$ cat config.mk
export PLATFORM = sky130hd
export DESIGN_NAME = heading_slew_limiter_unit_flat
export DESIGN_NICKNAME = d
export VERILOG_FILES = /design/src/hw/rtl/hsl_pkg.sv /design/src/hw/rtl/hsl_req_if.sv /design/src/hw/rtl/hsl_rsp_if.sv /design/src/hw/rtl/hsl_csr_if.sv /design/src/hw/rtl/hsl_step_core.sv /design/src/hw/rtl/heading_slew_limiter_unit.sv /design/src/flat_wrapper.sv
export VERILOG_INCLUDE_DIRS = /design/src /design/src/hw/rtl
export SDC_FILE = /design/constraint.sdc
export NUM_CORES = 1
export LEC_CHECK = 0
export BUFFER_PORTS_ARGS = -buffer_cell sky130_fd_sc_hd__buf_4
export CAP_MARGIN = 20
export CORE_UTILIZATION = 57
export CTS_CLUSTER_DIAMETER = 120
export DETAILED_ROUTE_END_ITERATION = 16
export PLACE_DENSITY = 0.81
export SLEW_MARGIN = 20
export SYNTH_ARGS = -nofsm -noshare
export SYNTH_HDL_FRONTEND = slang
export SYNTH_SLANG_ARGS = --single-unit
$ cat constraint.sdc
create_clock -name clock -period 8.7 [get_ports clock]
set_input_delay 1.74 -clock clock [delete_from_list [all_inputs] [get_ports clock]]
set_output_delay 1.74 -clock clock [all_outputs]
set_load 0.1 [all_outputs]
$ cat src/hw/rtl/assert_macros.svh
// ----------------------------------------------------------------------------
// Assertion macros
// Shared concurrent assertion shorthands for the RTL folder.
// ----------------------------------------------------------------------------
`ifndef ASSERT_MACROS_SVH
`define ASSERT_MACROS_SVH

// Same-cycle implication, disabled during reset
`define ASSERT_SAME(label, clk, rst, ante, cons, msg) \
   label: assert property (@(posedge clk) disable iff (rst) (ante) |-> (cons)) \
      else $error(msg);

// Next-cycle implication, disabled during reset
`define ASSERT_NEXT(label, clk, rst, ante, cons, msg) \
   label: assert property (@(posedge clk) disable iff (rst) (ante) |=> (cons)) \
      else $error(msg);

`endif

$ cat src/hw/rtl/hsl_pkg.sv
// ----------------------------------------------------------------------------
// Heading slew limiter package
// Fixed field widths, register indexes, reset values and shared types.
// ----------------------------------------------------------------------------
package hsl_pkg;

   localparam int SPEED_BITS    = 16;
   localparam int TICK_BITS     = 16;
   localparam int RELOAD_BITS   = 20;
   localparam int CSR_IDX_BITS  = 2;
   localparam int CSR_DATA_BITS = 32;
   localparam int PROD_BITS     = SPEED_BITS + TICK_BITS;
   localparam int Q_FRAC_BITS   = 16;

   // 10 degrees per second in binary angle units
   localparam logic [SPEED_BITS-1:0] SLEW_SPEED_RESET = 16'd1820;

   // register indexes
   localparam logic [CSR_IDX_BITS-1:0] REG_SLEW_SPEED       = 2'd0;
   localparam logic [CSR_IDX_BITS-1:0] REG_REVERSAL_HOLDOFF = 2'd1;
   localparam logic [CSR_IDX_BITS-1:0] REG_ONLY_WHEN_MOVING = 2'd2;

   // turn direction, two's complement
   localparam logic [1:0] DIR_NONE = 2'b00;
   localparam logic [1:0] DIR_POS  = 2'b01;
   localparam logic [1:0] DIR_NEG  = 2'b11;

   typedef struct packed {
      logic [SPEED_BITS-1:0]  slew_speed;
      logic [RELOAD_BITS-1:0] reversal_holdoff;
      logic                   only_when_moving;
   } cfg_type;

   typedef struct packed {
      logic present;
      logic moving;
      logic manual;
   } qual_type;

endpackage

$ cat src/hw/rtl/hsl_req_if.sv
// ----------------------------------------------------------------------------
// Heading slew limiter request channel
// One tick: target and current heading, tick length and qualifier flags.
// ----------------------------------------------------------------------------
interface hsl_req_if #(
   parameter int ANGLE_BITS = 16
);
   import hsl_pkg::*;

   logic                   valid;
   logic                   ready;
   logic [ANGLE_BITS-1:0]  target_heading;
   logic [ANGLE_BITS-1:0]  current_heading;
   logic [TICK_BITS-1:0]   tick_length;
   logic                   target_present;
   logic                   target_moving;
   logic                   manual_override;

   modport source (
      output valid, target_heading, current_heading, tick_length,
             target_present, target_moving, manual_override,
      input  ready
   );

   modport sink (
      input  valid, target_heading, current_heading, tick_length,
             target_present, target_moving, manual_override,
      output ready
   );
endinterface

$ cat src/hw/rtl/hsl_rsp_if.sv
// ----------------------------------------------------------------------------
// Heading slew limiter response channel
// One result per tick: signed heading step and applied flag.
// ----------------------------------------------------------------------------
interface hsl_rsp_if #(
   parameter int ANGLE_BITS = 16
);
   logic                         valid;
   logic                         ready;
   logic signed [ANGLE_BITS-1:0] heading_step;
   logic                         step_applied;

   modport source (
      output valid, heading_step, step_applied,
      input  ready
   );

   modport sink (
      input  valid, heading_step, step_applied,
      output ready
   );
endinterface

$ cat src/hw/rtl/hsl_csr_if.sv
// ----------------------------------------------------------------------------
// Heading slew limiter register write channel
// Register index and write data with a valid/ready handshake.
// ----------------------------------------------------------------------------
interface hsl_csr_if;
   import hsl_pkg::*;

   logic                     valid;
   logic                     ready;
   logic [CSR_IDX_BITS-1:0]  index;
   logic [CSR_DATA_BITS-1:0] data;

   modport source (
      output valid, index, data,
      input  ready
   );

   modport sink (
      input  valid, index, data,
      output ready
   );
endinterface

$ cat src/hw/rtl/hsl_step_core.sv
// ----------------------------------------------------------------------------
// Heading slew step core
// Combinational step for one tick: wrap, direction, hold-off, clamp, next state.
// ----------------------------------------------------------------------------
module hsl_step_core #(
   parameter int ANGLE_BITS   = 16,
   parameter int HOLDOFF_BITS = 20
) (
   input  hsl_pkg::cfg_type              cfg,
   input  hsl_pkg::qual_type             qual,
   input  logic [ANGLE_BITS-1:0]         target_heading,
   input  logic [ANGLE_BITS-1:0]         current_heading,
   input  logic [hsl_pkg::TICK_BITS-1:0] tick_length,
   input  logic [1:0]                    last_dir,
   input  logic [HOLDOFF_BITS-1:0]       holdoff_left,
   output logic signed [ANGLE_BITS-1:0]  heading_step,
   output logic                          step_applied,
   output logic [1:0]                    last_dir_next,
   output logic [HOLDOFF_BITS-1:0]       holdoff_next
);
   import hsl_pkg::*;

   localparam int CMP_BITS = (ANGLE_BITS > SPEED_BITS) ? ANGLE_BITS : SPEED_BITS;

   logic [HOLDOFF_BITS-1:0] tick_ext;
   logic [HOLDOFF_BITS-1:0] holdoff_dec;
   logic [HOLDOFF_BITS-1:0] reload;
   logic [ANGLE_BITS-1:0]   diff;
   logic [ANGLE_BITS-1:0]   abs_diff;
   logic [ANGLE_BITS-1:0]   mag_ext;
   logic [1:0]              dir;
   logic [PROD_BITS-1:0]    product;
   logic [SPEED_BITS-1:0]   mag;
   logic                    qualified;
   logic                    blocked;
   logic                    overshoot;
   logic [ANGLE_BITS-1:0]   step_raw;

   // count the hold-off down, saturating at zero
   assign tick_ext    = HOLDOFF_BITS'(tick_length);
   assign holdoff_dec = (holdoff_left > tick_ext) ? (holdoff_left - tick_ext) : '0;
   assign reload      = HOLDOFF_BITS'(cfg.reversal_holdoff);

   // wrap the difference the short way round; half turn goes negative
   assign diff     = target_heading - current_heading;
   assign abs_diff = diff[ANGLE_BITS-1] ? (~diff + 1'b1) : diff;
   assign dir      = (diff == '0) ? DIR_NONE : (diff[ANGLE_BITS-1] ? DIR_NEG : DIR_POS);

   // step magnitude from the Q16 product, truncated to whole angle units
   assign product = PROD_BITS'(cfg.slew_speed) * PROD_BITS'(tick_length);
   assign mag     = product[PROD_BITS-1:Q_FRAC_BITS];
   assign mag_ext = ANGLE_BITS'(mag);

   assign qualified = qual.present && !(cfg.only_when_moving && !qual.moving) && !qual.manual;
   assign blocked   = (dir != last_dir) && (holdoff_dec != '0);
   assign overshoot = (dir != DIR_NONE) && (CMP_BITS'(abs_diff) < CMP_BITS'(mag));

   // pick the step: clamp to the difference on overshoot
   always_comb begin
      if (overshoot) begin
         step_raw = diff;
      end else if (dir == DIR_POS) begin
         step_raw = mag_ext;
      end else if (dir == DIR_NEG) begin
         step_raw = ~mag_ext + 1'b1;
      end else begin
         step_raw = '0;
      end
   end

   // advance direction and hold-off
   always_comb begin
      last_dir_next = last_dir;
      holdoff_next  = holdoff_dec;
      step_applied  = 1'b0;
      heading_step  = '0;
      if (qualified && !blocked) begin
         step_applied = 1'b1;
         heading_step = step_raw;
         if (dir != last_dir) begin
            last_dir_next = dir;
            holdoff_next  = reload;
         end
         if (overshoot) begin
            last_dir_next = DIR_NONE;
            holdoff_next  = reload;
         end
      end
   end

endmodule

$ cat src/hw/rtl/heading_slew_limiter_unit.sv
// ----------------------------------------------------------------------------
// Heading slew limiter unit
// Turns a view heading toward a target heading at a limited, held-off rate.
// ----------------------------------------------------------------------------
// Usage:
//   req_if carries one tick per request: target and current heading (binary
//   angles), tick length in 2^-16 s and the present/moving/override flags.
//   rsp_if returns exactly one result per request, in order: the signed
//   heading step and a flag telling whether the tick computed a step.
//   csr_if writes slew_speed (0), reversal_holdoff (1), only_when_moving (2);
//   it is always ready. The user must write it only while no request is in
//   flight; the block itself has no check for this.
// Pipeline: a request passes the input register, then the result register;
//   one 16x16 multiply and a few compares sit between them.
// Throughput: one request per cycle while the receiver does not stall. Direction and hold-off state update as
//   each request moves into the result register, so the next tick sees it.
// Stall: while the receiver holds rsp_if.ready low the result register
//   holds, the input register fills, and req_if.ready then drops.
// Reset: clears both pipeline stages, direction and hold-off, and loads the
//   register reset values (slew_speed = 10 degrees per second).
// ----------------------------------------------------------------------------
module heading_slew_limiter_unit #(
   parameter int ANGLE_BITS   = 16,
   parameter int HOLDOFF_BITS = 20
) (
   input  logic      clock,
   input  logic      reset,
   hsl_req_if.sink   req_if,
   hsl_rsp_if.source rsp_if,
   hsl_csr_if.sink   csr_if
);
   import hsl_pkg::*;

   // configuration
   cfg_type cfg_ff;
   cfg_type cfg_in;

   // input register
   logic                  s1_valid_ff;
   logic                  s1_valid_in;
   logic [ANGLE_BITS-1:0] s1_target_ff;
   logic [ANGLE_BITS-1:0] s1_current_ff;
   logic [TICK_BITS-1:0]  s1_tick_ff;
   qual_type              s1_qual_ff;

   // result register
   logic                         out_valid_ff;
   logic                         out_valid_in;
   logic signed [ANGLE_BITS-1:0] out_step_ff;
   logic                         out_applied_ff;

   // state
   logic [1:0]              last_dir_ff;
   logic [1:0]              last_dir_in;
   logic [HOLDOFF_BITS-1:0] holdoff_ff;
   logic [HOLDOFF_BITS-1:0] holdoff_in;

   logic                         req_accept;
   logic                         out_free;
   logic                         s1_advance;
   logic signed [ANGLE_BITS-1:0] core_step;
   logic                         core_applied;
   logic [1:0]                   core_dir;
   logic [HOLDOFF_BITS-1:0]      core_holdoff;

   // handshake
   assign out_free      = !out_valid_ff || rsp_if.ready;
   assign s1_advance    = s1_valid_ff && out_free;
   assign req_if.ready  = !s1_valid_ff || out_free;
   assign req_accept    = req_if.valid && req_if.ready;
   assign csr_if.ready  = 1'b1;

   assign rsp_if.valid        = out_valid_ff;
   assign rsp_if.heading_step = out_step_ff;
   assign rsp_if.step_applied = out_applied_ff;

   // decode register writes
   always_comb begin
      cfg_in = cfg_ff;
      if (csr_if.valid) begin
         unique case (csr_if.index)
            REG_SLEW_SPEED: begin
               cfg_in.slew_speed = csr_if.data[SPEED_BITS-1:0];
            end
            REG_REVERSAL_HOLDOFF: begin
               cfg_in.reversal_holdoff = csr_if.data[RELOAD_BITS-1:0];
            end
            REG_ONLY_WHEN_MOVING: begin
               cfg_in.only_when_moving = csr_if.data[0];
            end
            default: begin
               cfg_in = cfg_ff;
            end
         endcase
      end
   end

   always_ff @(posedge clock) begin
      if (reset) begin
         cfg_ff.slew_speed       <= SLEW_SPEED_RESET;
         cfg_ff.reversal_holdoff <= '0;
         cfg_ff.only_when_moving <= 1'b0;
      end else begin
         cfg_ff <= cfg_in;
      end
   end

   // step logic
   hsl_step_core #(
      .ANGLE_BITS   (ANGLE_BITS),
      .HOLDOFF_BITS (HOLDOFF_BITS)
   ) u_core (
      .cfg             (cfg_ff),
      .qual            (s1_qual_ff),
      .target_heading  (s1_target_ff),
      .current_heading (s1_current_ff),
      .tick_length     (s1_tick_ff),
      .last_dir        (last_dir_ff),
      .holdoff_left    (holdoff_ff),
      .heading_step    (core_step),
      .step_applied    (core_applied),
      .last_dir_next   (core_dir),
      .holdoff_next    (core_holdoff)
   );

   // pipeline control and state advance
   assign s1_valid_in  = req_accept || (s1_valid_ff && !s1_advance);
   assign out_valid_in = s1_advance || (out_valid_ff && !rsp_if.ready);
   assign last_dir_in  = s1_advance ? core_dir : last_dir_ff;
   assign holdoff_in   = s1_advance ? core_holdoff : holdoff_ff;

   always_ff @(posedge clock) begin
      if (reset) begin
         s1_valid_ff  <= 1'b0;
         out_valid_ff <= 1'b0;
         last_dir_ff  <= DIR_NONE;
         holdoff_ff   <= '0;
      end else begin
         s1_valid_ff  <= s1_valid_in;
         out_valid_ff <= out_valid_in;
         last_dir_ff  <= last_dir_in;
         holdoff_ff   <= holdoff_in;
      end
   end

   // capture the request
   always_ff @(posedge clock) begin
      if (req_accept) begin
         s1_target_ff       <= req_if.target_heading;
         s1_current_ff      <= req_if.current_heading;
         s1_tick_ff         <= req_if.tick_length;
         s1_qual_ff.present <= req_if.target_present;
         s1_qual_ff.moving  <= req_if.target_moving;
         s1_qual_ff.manual  <= req_if.manual_override;
      end
   end

   // load the result
   always_ff @(posedge clock) begin
      if (s1_advance) begin
         out_step_ff    <= core_step;
         out_applied_ff <= core_applied;
      end
   end

`include "assert_macros.svh"

   `ASSERT_NEXT(a_state_holds_without_advance, clock, reset, !s1_advance,
      $stable(last_dir_ff) && $stable(holdoff_ff), "state changed without a tick")
   `ASSERT_SAME(a_step_zero_when_not_applied, clock, reset,
      out_valid_ff && !out_applied_ff, out_step_ff == '0,
      "nonzero step on a tick that did not apply")
   `ASSERT_SAME(a_holdoff_never_grows, clock, reset, s1_advance,
      (holdoff_in <= holdoff_ff) || (holdoff_in == HOLDOFF_BITS'(cfg_ff.reversal_holdoff)),
      "hold-off grew other than by reload")
   `ASSERT_SAME(a_stall_means_full, clock, reset, !req_if.ready,
      s1_valid_ff && out_valid_ff && !rsp_if.ready, "request stalled with room free")

endmodule

$ cat src/flat_wrapper.sv
// flat-port wrapper written by rule: the top's interface ports become plain ports
module heading_slew_limiter_unit_flat import hsl_pkg::*;
#(
   parameter int ANGLE_BITS   = 16,
   parameter int HOLDOFF_BITS = 20
)
  (clock, reset, req_if_valid, req_if_target_heading, req_if_current_heading, req_if_tick_length, req_if_target_present, req_if_target_moving, req_if_manual_override, req_if_ready, rsp_if_valid, rsp_if_heading_step, rsp_if_step_applied, rsp_if_ready, csr_if_valid, csr_if_index, csr_if_data, csr_if_ready);
  hsl_req_if #(.ANGLE_BITS(ANGLE_BITS)) req_if_i ();
  hsl_rsp_if #(.ANGLE_BITS(ANGLE_BITS)) rsp_if_i ();
  hsl_csr_if csr_if_i ();
  input  logic clock;
  input  logic reset;
  input wire logic [$bits(req_if_i.valid)-1:0] req_if_valid;
  input wire logic [$bits(req_if_i.target_heading)-1:0] req_if_target_heading;
  input wire logic [$bits(req_if_i.current_heading)-1:0] req_if_current_heading;
  input wire logic [$bits(req_if_i.tick_length)-1:0] req_if_tick_length;
  input wire logic [$bits(req_if_i.target_present)-1:0] req_if_target_present;
  input wire logic [$bits(req_if_i.target_moving)-1:0] req_if_target_moving;
  input wire logic [$bits(req_if_i.manual_override)-1:0] req_if_manual_override;
  output wire logic [$bits(req_if_i.ready)-1:0] req_if_ready;
  output wire logic [$bits(rsp_if_i.valid)-1:0] rsp_if_valid;
  output wire logic [$bits(rsp_if_i.heading_step)-1:0] rsp_if_heading_step;
  output wire logic [$bits(rsp_if_i.step_applied)-1:0] rsp_if_step_applied;
  input wire logic [$bits(rsp_if_i.ready)-1:0] rsp_if_ready;
  input wire logic [$bits(csr_if_i.valid)-1:0] csr_if_valid;
  input wire logic [$bits(csr_if_i.index)-1:0] csr_if_index;
  input wire logic [$bits(csr_if_i.data)-1:0] csr_if_data;
  output wire logic [$bits(csr_if_i.ready)-1:0] csr_if_ready;
  assign req_if_i.valid = req_if_valid;
  assign req_if_i.target_heading = req_if_target_heading;
  assign req_if_i.current_heading = req_if_current_heading;
  assign req_if_i.tick_length = req_if_tick_length;
  assign req_if_i.target_present = req_if_target_present;
  assign req_if_i.target_moving = req_if_target_moving;
  assign req_if_i.manual_override = req_if_manual_override;
  assign req_if_ready = req_if_i.ready;
  assign rsp_if_valid = rsp_if_i.valid;
  assign rsp_if_heading_step = rsp_if_i.heading_step;
  assign rsp_if_step_applied = rsp_if_i.step_applied;
  assign rsp_if_i.ready = rsp_if_ready;
  assign csr_if_i.valid = csr_if_valid;
  assign csr_if_i.index = csr_if_index;
  assign csr_if_i.data = csr_if_data;
  assign csr_if_ready = csr_if_i.ready;
  heading_slew_limiter_unit #(.ANGLE_BITS(ANGLE_BITS), .HOLDOFF_BITS(HOLDOFF_BITS)) u_core (.clock(clock), .reset(reset), .req_if(req_if_i), .rsp_if(rsp_if_i), .csr_if(csr_if_i));
endmodule
# Word level (Yosys, flattened, before mapping)
# Index checks and enable logic that the tools add are counted.
# classes
n_addsub	4
multipliers	1
order_cmp	2
n_eq_ne	5
n_mux	13
n_bitwise	2
reduce_logical	31
# op_table
operator	count
20-bit two-way mux	4
16-bit two-way mux	4
16-bit by 1-bit adder with 16-bit output (second input constant)	2
16-bit by 16-bit multiplier with 32-bit output	1
16-bit inverter	2
20-bit by 16-bit > comparator with 1-bit output	1
20-bit nonzero test	1
20-bit by 16-bit subtractor with 20-bit output	1
16-bit logical NOT	1
16-bit < comparator	1
16-bit subtractor	1
1-bit logical AND	10
1-bit logical NOT	8
2-bit two-way mux	4
2-bit AND reduction	3
2-bit by 1-bit == test with 1-bit output (second input constant)	2
2-bit == test (second input constant)	2
1-bit logical OR	4
2-bit nonzero test	2
3-bit AND reduction	1
2-bit logical NOT	1
2-bit != test	1
1-bit two-way mux	1
# totals
reg_bits	129
out_inout_bits	20
elab_cells	73

# Depth between registers and ports, before layout
# depth
word_depth	8
ltp_mapped	37

# By module
# Synthesis repeated with hierarchy kept, for this count alone.
# hier_totals
hier_cells	1871
area_unflattened_um2	16726.0
# modules_own_cells
module	n_inst	cells_per_inst	area_per_inst_um2	seq_area_each_um2
hsl_step_core	1	1531	12260.5	0.0
heading_slew_limiter_unit	1	340	4465.5	3263.1

# Worst setup path before layout
# No wires, ideal clock.
# synth_timing
path_kind	reg-to-reg
start	reg u_core.s1_tick_ff[7]
end	reg u_core.holdoff_ff[14]
setup_ps	78
arrival_ps	8154
path_slack_ps	469
stages_incl_launch_ff	34
path_buffers	3
synth_period_minus_slack_ps	8231
path_cell_list	edfxtp_1 > clkbuf_1 > clkbuf_1 > nand2_1 > fa_1 > inv_1 > fa_1 > fa_1 > fa_1 > fa_1 > inv_1 > fa_1 > inv_1 > ha_1 > buf_2 > nand2_1 > nor2_1 > nand4_1 > o21a_1 > o21ai_0 > a21oi_1 > xnor2_1 > inv_1 > ha_1 > and3_1 > nand3_1 > nor2_1 > nand3_1 > o21ba_2 > mux2_4 > or3_4 > o22ai_4 > mux2_2 > nor3_1
# synth_between
elab_chain_len	7
# synth_lines
element	line_no	text
start, declared	heading_slew_limiter_unit.sv:43	logic [TICK_BITS-1:0] s1_tick_ff;
start signal, assigned	heading_slew_limiter_unit.sv:151	s1_tick_ff <= req_if.tick_length;
branches (longest 6 deep; another with 16-bit by 16-bit multiplier with 32-bit output)	n/a	
20-bit two-way mux *	hsl_step_core.sv:77	if (qualified && !blocked) begin
end signal, assigned	heading_slew_limiter_unit.sv:142	holdoff_ff <= holdoff_in;
end, declared	heading_slew_limiter_unit.sv:55	logic [HOLDOFF_BITS-1:0] holdoff_ff;
# Mark *: on every way between the ends.
# A chain may end at the register's enable or synchronous reset.

# Final worst setup path
# layout_timing
start	reg u_core.s1_tick_ff[4]
end	reg u_core.holdoff_ff[4]
# The elaborated chain is that of the path after synthesis.

==> run_results.csv <==
group,metric,value,unit
logic_synthesis,netlist_instances,1882,
cts,cts_tree,"built",
grt,grt_pass1_vias,14300,
critical_path,slowest_delay,0.55,ns
logic_synthesis,synth_top_area_cell,"fa_1",
timing,final_hold_viol_count,0,
critical_path,critPathLaunchType,"flip-flop",
die,fp.dieArea,29700,µm²
worst_hold_path,hold_class,"reg2reg",
pwr,combPwrFrac,0.804,
timing,finalSetupTns,0,ns
grt,grt_pass1_wl,68.0,mm
grt,grt_antenna_before_repair,0,
layout,area_delta_synth_final,16.9,%
place,dp_cells,2365,
die,num_rows,61,
logic_synthesis,synth_edf_count,68,
logic_synthesis,synth.area.top_cells,"fa_1 (24%), edfxtp_1 (12%), ha_1 (11%), dfxtp_1 (7.4%), inv_1 (6.5%)",
timing,finalCriticalPeriod,8.58,ns
critical_path,cp_slowest_cell,"fa_2",
timing,period_share,0.987,
timing,worst_slack,0.117,ns
layout,diodes,0,
logic_synthesis,synth_top_area_frac,0.236,
logic_synthesis,ys_seq_area_frac,0.198,
cts,cts.clk_slew.worst_paths,0.06,ns
place,dp_hpwl,32.3,mm
critical_path,end_kind,"flip-flop",
timing,slew_violations,0,
drt,vias,14300,
drt,drtIter0Drc,1337,
pwr,leakage,8.88,nW
cts,clock_sinks,129,
timing,max_freq,117,MHz
grt,grt_usage,0.293,
logic_synthesis,syn-num-nets,2315,
timing,max-slew-margin-rel,0.323,
timing,tightest_slew,1.01,ns
critical_path,arrival,8.88,ns
place,dp_slack,0.0127,ns
drt,route.detailed.drc,0,
critical_path,path_max_fanout,5,
drt,drt_pass1_iterations,5,
die,core_area,28200,µm²
critical_path,critPathKind,"reg2reg",
cts,clock_path_buffers,2,
run_status,outcome,"completed",
timing,fin_skew,0.0191,ns
layout,nets,2464,
place,gp_congestion,0.986,
pwr,p_int,0.00382,W
place,placed_area,18100,µm²
layout,drive_above_1_share,0.174,
drt,wl_per_cell,17.6,µm
die,die_w,172,µm
pwr,p_seq_frac,0.097,
cts,insertion_delay,0.45,ns
die,die_y,172,µm
cts,htree_levels,4,
cts,numCtsBuffers,17,
grt,grt_max_degree,64,
drt,ant_nets,0,
job,timing.max_cap.violations,0,
drt,drt-vias-per-instance,5.90,
logic_synthesis,synthesis.area,16500,µm²
cts,cts_root_buf,"clkbuf_16",
grt,grt_overflow_total,0,
pwr,ir_drop,0.000471,V
layout,final_core_util,0.686,
layout,final_design_area_no_fill,19300,µm²
logic_synthesis,synth.distinct_cells,99,
logic_synthesis,avgSynthCellArea,8.78,µm²
logic_synthesis,synth_seq_cells,129,
critical_path,cp.required,8.99,ns
layout,stdcell_count,2422,
timing,setup_viol,0,
logic_synthesis,ys_async_sr_fraction,0,
die,start_util,0.587,
cts,hold_buffers,0,
die,ios,110,
logic_synthesis,ys_warn_count,0,
pwr,power.share.clock,0.099,
pwr,switching_share,0.489,
pwr,power.density,387,nW/µm²
place,portBuffers,96,
drt,totalWireLength,42.7,mm
logic_synthesis,yosys_most_used_dff,"edfxtp_1",
pwr,switching_power,0.00365,W
[per-layer routing]
layer / track usage / share of wire / vias to the layer above
met5: 0 / 0 / -
met4: 0.107 / 0.027 / 0
met3: 0.0600 / 0.077 / 120
met2: 0.490 / 0.49 / 635
met1: 0.373 / 0.41 / 6952
li1: - / - / 6583
[metrics by stage]
step / power [W] / hold WS (ns)
detailed placement: 0.00583 / 0.447
global route: 0.00814 / 0.477
finish: 0.00747 / 0.453
CTS: 0.00662 / 0.455
global placement: 0.00564 / 0.443
floorplan: 0.00436 / 0.436
[flip-flops by register name, indices dropped and copies added, names as in the netlist]
signal,count
u_core.cfg_ff,37
u_core.holdoff_ff,20
u_core.rsp_if.heading_step,16
u_core.s1_current_ff,16
u_core.s1_target_ff,16
u_core.s1_tick_ff,16
u_core.s1_qual_ff,3
u_core.last_dir_ff,2
u_core.rsp_if.step_applied,1
u_core.rsp_if.valid,1
u_core.s1_valid_ff,1
[cell families (layout without fill, tap and decap cells)]
logic type | after synthesis | after routing | share of synthesized area
AO/OA/AOI/OAI | 311 | 311 | 0.129
XOR/XNOR | 49 | 49 | 0.0260
adder cells (fa/ha/maj) | 343 | 343 | 0.348
buffers and inverters | 370 | 532 | 0.0868
flip-flops | 129 | 129 | 0.198
multiplexers | 18 | 18 | 0.0117
other | 1 | 1 | 0.000227
AND/OR/NAND/NOR | 661 | 661 | 0.201
[layout by cell type (no fill, tap or decap), types with 21 or more instances in the layout]
master / instances
inv_1: 287
nand2_1: 268
buf_4: 199
fa_1: 189
ha_1: 138
and2_1: 118
nor2_1: 81
a21oi_1: 78
edfxtp_1: 68
dfxtp_1: 52
o21ai_0: 39
a211oi_1: 34
nor3_1: 34
xnor2_1: 24
xor2_1: 22
o211ai_1: 21
[repair_timing]
action                     in CTS  in global routing
buffers inserted                3                 19
cloned                          0                  3
setup endpoints to repair      12                 38
pin swaps                       0                 34
gates resized for setup         0                 89
[critical path, delay by kind of cell, from the launching register on]
family	cells	cell delay, ns
DFF	1	0.42
xor gates and xnor gates	1	0.27
AOI/OAI and AO/OA	6	1.15
and+or+nand+nor	10	1.63
muxes	1	0.29
adders and majority gates	8	3.57
buffers and inverters	10	1.09
[layout make-up]
cell class                 count  area [µm²]
multi-input combinational   1383       12200
clock inverter                 8        98.8
sequential                   129        3270
timing repair buffer         213        1710
inverter                     287        1080
clock buffer                  24         493
tap                          378         473
fill                        2091        8850
[final timing paths]
kind / start / end / slack, ns / cells after the start
setup / recovery: u_core.s1_tick_ff[4] / u_core.holdoff_ff[4] / 0.12 / 36
hold / removal: u_core.cfg_ff[20] / u_core.cfg_ff[20] / 0.45 / 2
setup reg to reg: u_core.s1_tick_ff[4] / u_core.holdoff_ff[4] / 0.12 / 36
hold reg to reg: u_core.cfg_ff[20] / u_core.cfg_ff[20] / 0.45 / 2
[Yosys cell counts, types with 13 or more instances]
| cell type | n |
|---|---|
| a21oi_1 | 88 |
| nor3b_1 | 15 |
| ha_1 | 148 |
| nand3_1 | 17 |
| a31oi_1 | 13 |
| nor4_1 | 18 |
| o21ai_0 | 44 |
| nand3b_1 | 16 |
| fa_1 | 195 |
| xor2_1 | 22 |
| nor3_1 | 37 |
| nand4_1 | 19 |
| nand2_1 | 269 |
| clkbuf_1 | 68 |
| nor2_1 | 86 |
| a211oi_1 | 38 |
| xnor2_1 | 27 |
| dfxtp_1 | 61 |
| and2_1 | 122 |
| inv_1 | 287 |
| edfxtp_1 | 68 |
| o211ai_1 | 21 |
[power groups by stage]
stage	Clock (W)	Sequential (W)	Combinational, W
global placement	0	0.000738	0.00491
detailed placement	0	0.000739	0.00509
global route	0.000775	0.000728	0.00664
finish	0.000739	0.000725	0.00600
floorplan	0	0.000780	0.00358
CTS	0.000752	0.000726	0.00515
No activity file was read; power rests on OpenSTA's default activity.
